==> config.mk <==
export PLATFORM = sky130hd
export DESIGN_NAME = flash_bad_block_skip_read_splitter_flat
export DESIGN_NICKNAME = d
export VERILOG_FILES = /design/src/rtl/fbbs_pkg.sv /design/src/rtl/fbbs_if.sv /design/src/rtl/fbbs_walk.sv /design/src/rtl/flash_bad_block_skip_read_splitter.sv /design/src/flat_wrapper.sv
export SDC_FILE = /design/constraint.sdc
export NUM_CORES = 2
export LEC_CHECK = 0
export BUFFER_PORTS_ARGS = -buffer_cell sky130_fd_sc_hd__buf_4
export CORE_ASPECT_RATIO = 1.1
export CORE_MARGIN = 2
export CORE_UTILIZATION = 45
export DETAILED_ROUTE_END_ITERATION = 8
export GPL_ROUTABILITY_DRIVEN = 1
export SYNTH_ARGS = -nofsm -noshare
export SYNTH_HDL_FRONTEND = slang
export SYNTH_SLANG_ARGS = --single-unit
==> constraint.sdc <==
create_clock -name clk_i -period 6.6 [get_ports clk_i]
set_input_delay 0.66 -clock clk_i [delete_from_list [all_inputs] [get_ports clk_i]]
set_output_delay 0.66 -clock clk_i [all_outputs]
set_load 0.1 [all_outputs]
==> src/rtl/fbbs_pkg.sv <==
package fbbs_pkg;

  // Item field widths
  localparam int unsigned EntryIdxW  = 6;
  localparam int unsigned EntryBlkW  = 16;
  localparam int unsigned StartSecW  = 23;
  localparam int unsigned SecCountW  = 7;
  localparam int unsigned AddrW      = 32;
  localparam int unsigned ShiftW     = 5;
  localparam int unsigned BadCountW  = 7;
  localparam int unsigned CfgIdxW    = 2;
  localparam int unsigned CfgDataW   = 32;

  localparam int unsigned SectorShift = 9;
  localparam int unsigned ShiftMin    = 9;
  localparam int unsigned ShiftMax    = 20;
  localparam int unsigned WithinW     = ShiftMax;

  localparam logic [ShiftW-1:0] EraseShiftRst = ShiftW'(14);

  localparam logic ModeLoad = 1'b0;
  localparam logic ModeRead = 1'b1;

  localparam logic StatusOk      = 1'b0;
  localparam logic StatusTooLong = 1'b1;

  typedef enum logic [CfgIdxW-1:0] {
    CfgEraseShift = 2'd0,
    CfgPartOffset = 2'd1,
    CfgPartSize   = 2'd2,
    CfgBadCount   = 2'd3
  } cfg_reg_e;

  typedef enum logic [1:0] {
    StIdle,
    StSetup,
    StWalk,
    StEmit
  } split_state_e;

  typedef enum logic [1:0] {
    WkIdle,
    WkRead,
    WkCmp,
    WkDone
  } walk_state_e;

  typedef struct packed {
    logic                 en;
    logic [EntryIdxW-1:0] index;
    logic [EntryBlkW-1:0] data;
  } tbl_wr_t;

  typedef struct packed {
    logic             start;
    logic [AddrW-1:0] block;
  } walk_ctl_t;

  typedef struct packed {
    logic             done;
    logic [AddrW-1:0] block;
  } walk_st_t;

endpackage

==> src/rtl/fbbs_if.sv <==
interface fbbs_in_if import fbbs_pkg::*; ();
  logic                 valid;
  logic                 ready;
  logic                 mode;
  logic [EntryIdxW-1:0] entry_index;
  logic [EntryBlkW-1:0] entry_block;
  logic [StartSecW-1:0] start_sector;
  logic [SecCountW-1:0] sector_count;

  modport source (output valid, mode, entry_index, entry_block, start_sector, sector_count,
                  input ready);
  modport sink (input valid, mode, entry_index, entry_block, start_sector, sector_count,
                output ready);
endinterface

interface fbbs_out_if import fbbs_pkg::*; ();
  logic                 valid;
  logic                 ready;
  logic [AddrW-1:0]     flash_address;
  logic [SecCountW-1:0] chunk_sectors;
  logic                 status;
  logic                 last;

  modport source (output valid, flash_address, chunk_sectors, status, last, input ready);
  modport sink (input valid, flash_address, chunk_sectors, status, last, output ready);
endinterface

interface fbbs_cfg_if import fbbs_pkg::*; ();
  logic                valid;
  logic                ready;
  logic [CfgIdxW-1:0]  index;
  logic [CfgDataW-1:0] data;

  modport source (output valid, index, data, input ready);
  modport sink (input valid, index, data, output ready);
endinterface

==> src/rtl/fbbs_walk.sv <==
module fbbs_walk import fbbs_pkg::*; #(
  parameter int unsigned MAX_BAD = 64
) (
  input  logic                 clk_i,
  input  logic                 rst_ni,
  input  logic [BadCountW-1:0] bad_count_i,
  input  tbl_wr_t              tbl_wr_i,
  input  walk_ctl_t            ctl_i,
  output walk_st_t             st_o
);

  localparam int unsigned AW = (MAX_BAD > 1) ? $clog2(MAX_BAD) : 1;
  localparam int unsigned CW = $clog2(MAX_BAD + 1);

  logic [EntryBlkW-1:0] mem [MAX_BAD];
  logic [EntryBlkW-1:0] rdata_q;

  walk_state_e      state_q, state_d;
  logic [CW-1:0]    idx_q, idx_inc, nbad;
  logic [AddrW-1:0] blk_q;
  logic             stop, advance;

  always_comb begin
    if (32'(bad_count_i) > 32'(MAX_BAD)) begin
      nbad = CW'(MAX_BAD);
    end else begin
      nbad = CW'(bad_count_i);
    end
  end

  assign idx_inc = idx_q + CW'(1);
  assign stop    = 32'(rdata_q) > blk_q;

  // Bad block table: one write port from the load items, one registered read for the walk
  always_ff @(posedge clk_i) begin
    if (tbl_wr_i.en && (32'(tbl_wr_i.index) < 32'(MAX_BAD))) begin
      mem[AW'(tbl_wr_i.index)] <= tbl_wr_i.data;
    end
    rdata_q <= mem[idx_q[AW-1:0]];
  end

  always_comb begin
    state_d = state_q;
    case (state_q)
      WkIdle: begin
        if (ctl_i.start) begin
          state_d = (nbad == '0) ? WkDone : WkRead;
        end
      end
      WkRead: state_d = WkCmp;
      WkCmp: begin
        if (stop || (idx_inc == nbad)) begin
          state_d = WkDone;
        end else begin
          state_d = WkRead;
        end
      end
      WkDone:  state_d = WkIdle;
      default: state_d = WkIdle;
    endcase
  end

  always_comb begin
    advance     = (state_q == WkCmp) && !stop;
    st_o.done   = (state_q == WkDone);
    st_o.block  = blk_q;
  end

  always_ff @(posedge clk_i or negedge rst_ni) begin
    if (!rst_ni) begin
      state_q <= WkIdle;
      idx_q   <= '0;
    end else begin
      state_q <= state_d;
      if (ctl_i.start && (state_q == WkIdle)) begin
        idx_q <= '0;
      end else if (advance) begin
        idx_q <= idx_inc;
      end
    end
  end

  // Step the block past each entry that is not above it
  always_ff @(posedge clk_i) begin
    if (ctl_i.start && (state_q == WkIdle)) begin
      blk_q <= ctl_i.block;
    end else if (advance) begin
      blk_q <= blk_q + AddrW'(1);
    end
  end

endmodule

==> src/rtl/flash_bad_block_skip_read_splitter.sv <==
// Splits a partition read request (start sector, sector count) into one result per erase
// block, each with the physical flash byte address and the sector count of that chunk,
// skipping the bad blocks of a table loaded with mode 0 items. A read item is accepted,
// then each chunk takes a setup step, a table walk of a read and a compare step for each
// entry examined plus a done step, and an emit step that waits until the output register
// is free. The walk reads the table one entry at a time; the entries examined are those
// at or below the block plus the first one above it, never more than the bad count. An
// oversized request goes from its accept straight to the emit step and puts its single
// error result in the output register. Ready is low from the accept of a nonzero read until
// its last result sits in the output register.
module flash_bad_block_skip_read_splitter import fbbs_pkg::*; #(
  parameter int unsigned MAX_BAD     = 64,
  parameter int unsigned MAX_SECTORS = 64
) (
  input  logic clk_i,
  input  logic rst_ni,
  fbbs_in_if.sink    req_i,
  fbbs_out_if.source res_o,
  fbbs_cfg_if.sink   cfg_i
);

  localparam int unsigned RW = $clog2(MAX_SECTORS * 512 + 1);

  // Configuration registers
  logic [ShiftW-1:0]    erase_shift_q;
  logic [AddrW-1:0]     part_offset_q;
  logic [AddrW-1:0]     part_size_q;
  logic [BadCountW-1:0] bad_count_q;

  split_state_e state_q, state_d;

  logic              err_q;
  logic [AddrW-1:0]  pos_q;
  logic [RW-1:0]     remain_q, len_q;
  logic [ShiftW-1:0] shift_q;
  logic [WithinW-1:0] within_q;

  logic                 out_valid_q;
  logic [AddrW-1:0]     out_addr_q;
  logic [SecCountW-1:0] out_secs_q;
  logic                 out_status_q;
  logic                 out_last_q;

  logic                 accept, is_read, out_free, emit;
  logic [SecCountW-1:0] count_sat;
  logic [RW-1:0]        remain_new;
  logic                 too_long;
  logic [ShiftW-1:0]    shift_clamp;
  logic [AddrW-1:0]     mask, blk_offs, len_full;
  logic [RW-1:0]        len_new;
  logic                 last_chunk;

  tbl_wr_t   tbl_wr;
  walk_ctl_t walk_ctl;
  walk_st_t  walk_st;

  assign cfg_i.ready = 1'b1;

  always_ff @(posedge clk_i or negedge rst_ni) begin
    if (!rst_ni) begin
      erase_shift_q <= EraseShiftRst;
      part_offset_q <= '0;
      part_size_q   <= '0;
      bad_count_q   <= '0;
    end else if (cfg_i.valid && cfg_i.ready) begin
      case (cfg_reg_e'(cfg_i.index))
        CfgEraseShift: erase_shift_q <= cfg_i.data[ShiftW-1:0];
        CfgPartOffset: part_offset_q <= cfg_i.data[AddrW-1:0];
        CfgPartSize:   part_size_q   <= cfg_i.data[AddrW-1:0];
        CfgBadCount:   bad_count_q   <= cfg_i.data[BadCountW-1:0];
        default: ;
      endcase
    end
  end

  // Request decode at accept
  always_comb begin
    if (32'(req_i.sector_count) > 32'(MAX_SECTORS)) begin
      count_sat = SecCountW'(MAX_SECTORS);
    end else begin
      count_sat = req_i.sector_count;
    end
    remain_new = RW'(count_sat) << SectorShift;
    too_long   = 32'(remain_new) > part_size_q;
    if (32'(erase_shift_q) < 32'(ShiftMin)) begin
      shift_clamp = ShiftW'(ShiftMin);
    end else if (32'(erase_shift_q) > 32'(ShiftMax)) begin
      shift_clamp = ShiftW'(ShiftMax);
    end else begin
      shift_clamp = erase_shift_q;
    end
  end

  // Chunk setup: block, offset within the block, and clipped length
  always_comb begin
    mask     = (AddrW'(1) << shift_q) - AddrW'(1);
    blk_offs = pos_q & mask;
    len_full = (AddrW'(1) << shift_q) - blk_offs;
    if (len_full > 32'(remain_q)) begin
      len_new = remain_q;
    end else begin
      len_new = RW'(len_full);
    end
  end

  assign accept     = req_i.valid && req_i.ready;
  assign is_read    = (req_i.mode == ModeRead);
  assign out_free   = !out_valid_q || res_o.ready;
  assign last_chunk = (remain_q == len_q);

  always_comb begin
    state_d = state_q;
    case (state_q)
      StIdle: begin
        if (accept && is_read && (count_sat != '0)) begin
          state_d = too_long ? StEmit : StSetup;
        end
      end
      StSetup: state_d = StWalk;
      StWalk: begin
        if (walk_st.done) begin
          state_d = StEmit;
        end
      end
      StEmit: begin
        if (out_free) begin
          state_d = (err_q || last_chunk) ? StIdle : StSetup;
        end
      end
      default: state_d = StIdle;
    endcase
  end

  always_comb begin
    req_i.ready    = (state_q == StIdle);
    tbl_wr.en      = accept && (req_i.mode == ModeLoad);
    tbl_wr.index   = req_i.entry_index;
    tbl_wr.data    = req_i.entry_block;
    walk_ctl.start = (state_q == StSetup);
    walk_ctl.block = pos_q >> shift_q;
    emit           = (state_q == StEmit) && out_free;
  end

  always_ff @(posedge clk_i or negedge rst_ni) begin
    if (!rst_ni) begin
      state_q     <= StIdle;
      out_valid_q <= 1'b0;
    end else begin
      state_q <= state_d;
      if (emit) begin
        out_valid_q <= 1'b1;
      end else if (res_o.ready) begin
        out_valid_q <= 1'b0;
      end
    end
  end

  always_ff @(posedge clk_i) begin
    if (accept && is_read) begin
      err_q    <= too_long;
      remain_q <= remain_new;
      pos_q    <= AddrW'(req_i.start_sector) << SectorShift;
      shift_q  <= shift_clamp;
    end
    if (state_q == StSetup) begin
      within_q <= blk_offs[WithinW-1:0];
      len_q    <= len_new;
    end
    if (emit) begin
      remain_q <= remain_q - len_q;
      pos_q    <= pos_q + AddrW'(len_q);
      if (err_q) begin
        out_addr_q   <= '0;
        out_secs_q   <= '0;
        out_status_q <= StatusTooLong;
        out_last_q   <= 1'b1;
      end else begin
        // Low bits of the shifted block are zero, so OR in the offset
        out_addr_q   <= part_offset_q + ((walk_st.block << shift_q) | AddrW'(within_q));
        out_secs_q   <= SecCountW'(len_q >> SectorShift);
        out_status_q <= StatusOk;
        out_last_q   <= last_chunk;
      end
    end
  end

  assign res_o.valid         = out_valid_q;
  assign res_o.flash_address = out_addr_q;
  assign res_o.chunk_sectors = out_secs_q;
  assign res_o.status        = out_status_q;
  assign res_o.last          = out_last_q;

  fbbs_walk #(
    .MAX_BAD (MAX_BAD)
  ) u_walk (
    .clk_i       (clk_i),
    .rst_ni      (rst_ni),
    .bad_count_i (bad_count_q),
    .tbl_wr_i    (tbl_wr),
    .ctl_i       (walk_ctl),
    .st_o        (walk_st)
  );

endmodule
==> src/flat_wrapper.sv <==
// flat-port wrapper written by rule: the top's interface ports become plain ports
module flash_bad_block_skip_read_splitter_flat import fbbs_pkg::*;
#(
  parameter int unsigned MAX_BAD     = 64,
  parameter int unsigned MAX_SECTORS = 64
)
  (clk_i, rst_ni, req_i_valid, req_i_mode, req_i_entry_index, req_i_entry_block, req_i_start_sector, req_i_sector_count, req_i_ready, res_o_valid, res_o_flash_address, res_o_chunk_sectors, res_o_status, res_o_last, res_o_ready, cfg_i_valid, cfg_i_index, cfg_i_data, cfg_i_ready);
  fbbs_in_if req_i_i ();
  fbbs_out_if res_o_i ();
  fbbs_cfg_if cfg_i_i ();
  input  logic clk_i;
  input  logic rst_ni;
  input wire logic [$bits(req_i_i.valid)-1:0] req_i_valid;
  input wire logic [$bits(req_i_i.mode)-1:0] req_i_mode;
  input wire logic [$bits(req_i_i.entry_index)-1:0] req_i_entry_index;
  input wire logic [$bits(req_i_i.entry_block)-1:0] req_i_entry_block;
  input wire logic [$bits(req_i_i.start_sector)-1:0] req_i_start_sector;
  input wire logic [$bits(req_i_i.sector_count)-1:0] req_i_sector_count;
  output wire logic [$bits(req_i_i.ready)-1:0] req_i_ready;
  output wire logic [$bits(res_o_i.valid)-1:0] res_o_valid;
  output wire logic [$bits(res_o_i.flash_address)-1:0] res_o_flash_address;
  output wire logic [$bits(res_o_i.chunk_sectors)-1:0] res_o_chunk_sectors;
  output wire logic [$bits(res_o_i.status)-1:0] res_o_status;
  output wire logic [$bits(res_o_i.last)-1:0] res_o_last;
  input wire logic [$bits(res_o_i.ready)-1:0] res_o_ready;
  input wire logic [$bits(cfg_i_i.valid)-1:0] cfg_i_valid;
  input wire logic [$bits(cfg_i_i.index)-1:0] cfg_i_index;
  input wire logic [$bits(cfg_i_i.data)-1:0] cfg_i_data;
  output wire logic [$bits(cfg_i_i.ready)-1:0] cfg_i_ready;
  assign req_i_i.valid = req_i_valid;
  assign req_i_i.mode = req_i_mode;
  assign req_i_i.entry_index = req_i_entry_index;
  assign req_i_i.entry_block = req_i_entry_block;
  assign req_i_i.start_sector = req_i_start_sector;
  assign req_i_i.sector_count = req_i_sector_count;
  assign req_i_ready = req_i_i.ready;
  assign res_o_valid = res_o_i.valid;
  assign res_o_flash_address = res_o_i.flash_address;
  assign res_o_chunk_sectors = res_o_i.chunk_sectors;
  assign res_o_status = res_o_i.status;
  assign res_o_last = res_o_i.last;
  assign res_o_i.ready = res_o_ready;
  assign cfg_i_i.valid = cfg_i_valid;
  assign cfg_i_i.index = cfg_i_index;
  assign cfg_i_i.data = cfg_i_data;
  assign cfg_i_ready = cfg_i_i.ready;
  flash_bad_block_skip_read_splitter #(.MAX_BAD(MAX_BAD), .MAX_SECTORS(MAX_SECTORS)) u_core (.clk_i(clk_i), .rst_ni(rst_ni), .req_i(req_i_i), .res_o(res_o_i), .cfg_i(cfg_i_i));
endmodule
==> results.sh <==
export IMPL_areaGrowthSynthToFinish_pct=13.24
export IMPL_synth_top_area_frac=0.6012
export IMPL_multi_input_area_sq_um=19950
export IMPL_gp_routability_congestion=0.9343
export IMPL_max_freq_mhz=161.3
export IMPL_row_count=139
export IMPL_reg2regPathDepth=27
export IMPL_cts_root_buf="clkbuf_16"
export IMPL_drt_iter0_drc=2988
export IMPL_start_util=0.4539
export IMPL_fin_worst_skew_ps=22.18
export IMPL_yosys_top_cells_count="edfxtp_1 (1,187), mux4_2 (363), nor2_1 (270), nand2_1 (256), clkbuf_1 (132)"
export IMPL_fin_crit_sh=0.9396
export IMPL_place_area_sq_um=62680
export IMPL_chipWidth_um=350.1
export IMPL_cts_buffers=139
export IMPL_clkSinkCount=1291
export IMPL_whs_endpoint="u_core.part_offset_q[30]$_DFFE_PN0P_"
export IMPL_drtPass1Iterations=5
export IMPL_drtAntennaViolNets=0
export IMPL_p_per_area_nw_per_um2=393.5
export IMPL_clk_pin_slew_ps=60
export IMPL_synth_top_cell_by_area="edfxtp_1"
export IMPL_grt_pass1_wl_um=223100
export IMPL_drc_errors=0
export IMPL_antenna_found_initial=3
export IMPL_ys_seq_area_frac=0.6438
export IMPL_via_per_inst=5.765
export IMPL_setup_violations_final=0
export IMPL_synth_distinct_cells=102
export IMPL_drv_slew=0
export IMPL_min_period_ps=6201
export IMPL_chipHeight_um=384.7
export IMPL_dr_wl_met2_um=77140
export IMPL_arrival_ps=6710
export IMPL_design_die_area_sq_um=134700
export IMPL_critPathKind="flop to flop"
export IMPL_yosysWarnings=0
export IMPL_ir_drop_uv=317.4
export IMPL_fin_ws_ps=398.5
export IMPL_post_drt_wl_per_cell_um=25.99
export IMPL_synthTopCellsByArea="edfxtp_1 (60%), mux4_2 (14%), dfrtp_1 (3.6%)"
export IMPL_pre_cts_ws_ps=40.22
export IMPL_final_nets=4145
export IMPL_synthFlopType="edfxtp_1"
export IMPL_drive_gt1_frac=0.2382
export IMPL_rsz0062_at_grt="false"
export IMPL_worstSetupEndpointType="flop"
export IMPL_r2r_setup_slack_ps=400
export IMPL_r2r_start="u_core.shift_q[2]$_SDFFCE_PP0P_"
export IMPL_synth_avg_cell_area_sq_um=15.88
export IMPL_clockBufferDepth=3
export IMPL_grt_util_all_layers=0.2259
export IMPL_status="complete, no violations"
export IMPL_io_buffers=134
export IMPL_fill_cells=10760
export IMPL_clock_latency_ps=780
export IMPL_synthCells=3734
export IMPL_drt_met1_wl_um=62330
export IMPL_grt_remaining_overflow=0
export IMPL_design_area_sq_um=67130
export IMPL_synth_seq_cells=1291
export IMPL_relSlewSlack=0.2469
export IMPL_top_layer="met4"
export IMPL_yosysMostFrequentCell="edfxtp_1"
export IMPL_seq_area_sq_um=38190
export IMPL_fin_tns_setup_ps=0
export IMPL_synth_edf_count=1187
export IMPL_ios=136
export IMPL_vias=33470
export IMPL_grt_max_degree=113
export IMPL_hold_depth=2
export IMPL_cts_tree="done"
export IMPL_hp_start="cfg_i_data[30]"
export IMPL_grt_pass1_vias=33490
export IMPL_hold_violations=0
export IMPL_crit_fanout=32
export IMPL_syn_cell_area_sq_um=59290
export IMPL_drt_total_wl_um=150900
export IMPL_power_leakage_nw=22.79
export IMPL_drv_cap=0
export IMPL_dp_hpwl_um=99460
export IMPL_async_reset_ff_frac=0.06816
export IMPL_h_tree_depth=4
export IMPL_hold_path_class="input pin to flop"
export IMPL_tightest_slew_ps=1127
export IMPL_start_kind="flop"
export IMPL_coreArea_sq_um=130600
export IMPL_worstPathRequired_ps=7110
export IMPL_syn_nets=3948
export IMPL_wl_met3_um=6344
export IMPL_hold_ws_ps=139.2
export IMPL_r2r_end="u_core.len_q[8]$_DFFE_PP_"
## worst max-delay path, cell delays in order (launching register included)
cell and delay (ps):
edfxtp_1 460, buf_4 160, buf_4 320, or3b_2 560
nor2_1 200, ha_4 250, a22o_1 220, a31oi_2 200
o21ai_1 120, and2_1 180, o21a_1 180, o21ai_0 140
nand2b_1 70, a21oi_1 190, xnor2_1 180, ha_1 280
a21o_1 150, a21oi_1 150, o21ai_0 120, o21ai_2 180
o311ai_0 150, a211o_1 310, nor4_1 150, and4_1 220
nand4_1 100, nand4b_4 200, buf_12 190, mux2_4 300
## kinds of logic after synthesis
group,synth area share
AOI/OAI and AO/OA,0.05762
xor gates and xnor gates,0.01830
DFF,0.6438
and+or+nand+nor,0.06675
adders and majority gates,0.02625
muxes,0.1666
other,0.00006325
buffers and inverters,0.02056
## registers in the layout (all words and copies together) (netlist names), 7 cells and up
name and cells:
u_core.remain_q 16, u_core.res_o.chunk_sectors 7, u_core.u_walk.idx_q 7, u_core.part_size_q 32
u_core.res_o.flash_address 32, u_core.u_walk.blk_q 32, u_core.u_walk.mem 1024, u_core.pos_q 32
u_core.within_q 20, u_core.part_offset_q 32, u_core.len_q 16, u_core.bad_count_q 7
u_core.u_walk.rdata_q 16
## cell usage in the layout, fill, tap and decap left out, drive strengths merged, types with 28 or more instances in the layout
cell	instances
dfrtp	85
a31oi	28
o22ai	29
o21ai	134
nand2	256
ha	118
nor2b	48
xnor2	64
nor3	56
mux2i	55
inv	109
clkbuf	184
a21o	40
edfxtp	1187
mux4	363
nor2	271
xor2	59
mux2	99
clkinv	54
nand3	52
buf	256
a21oi	128
## worst max path at each step
| stage | startpoint | slack, ps | to | depth (start not counted) |
|---|---|---|---|---|
| detailed placement | u_core.shift_q[2]$_SDFFCE_PP0P_ | 40 | u_core.len_q[13]$_DFFE_PP_ | 27 |
| floorplan | u_core.shift_q[1]$_SDFFCE_PP0P_ | 30 | u_core.len_q[10]$_DFFE_PP_ | 32 |
| CTS | u_core.shift_q[2]$_SDFFCE_PP0P_ | 6 | u_core.len_q[8]$_DFFE_PP_ | 27 |
| global route | u_core.shift_q[2]$_SDFFCE_PP0P_ | 8 | u_core.len_q[8]$_DFFE_PP_ | 27 |
| global placement | u_core.shift_q[2]$_SDFFCE_PP0P_ | 150 | u_core.len_q[12]$_DFFE_PP_ | 27 |
| finish | u_core.shift_q[2]$_SDFFCE_PP0P_ | 400 | u_core.len_q[8]$_DFFE_PP_ | 27 |
## report_power, final
part / switching [mW] / internal [mW]
sequential: 0.701 / 9.76
clock: 3.21 / 4.27
combinational: 4.92 / 3.55
## layer usage
metal	global-route usage	vias to the layer above
li1	-	15130
met1	0.2927	17220
met2	0.3879	860
met3	0.03337	260
met4	0.08086	0
met5	0	-
## layout make-up
| type | count | area share |
|---|---|---|
| antenna | 2 | 0.00007455 |
| clock buffer | 184 | 0.05600 |
| clock inverter | 68 | 0.009188 |
| inverter | 104 | 0.005815 |
| multi-input combinational | 2138 | 0.2972 |
| sequential | 1291 | 0.5688 |
| tap | 1762 | 0.03284 |
| timing repair buffer | 257 | 0.03008 |
## stage by stage
step / power [mW] / utilization / instances
floorplan: 16.51 / - / 3734
global placement: 19.12 / 0.4799 / 5548
detailed placement: 19.13 / 0.4799 / 5548
CTS: 26.67 / 0.5135 / 5801
global route: 27.71 / 0.5140 / 5806
finish: 26.42 / 0.5140 / 5806
## repair_timing
action | CTS | global route
hold buffers | 1 | 0
endpoints found under the setup margin | 0 | 16
buffers inserted | 0 | 3
gates resized for setup | 0 | 11
hold endpoints to repair | 33 | 0
Power figures use the tool's default switching activity.
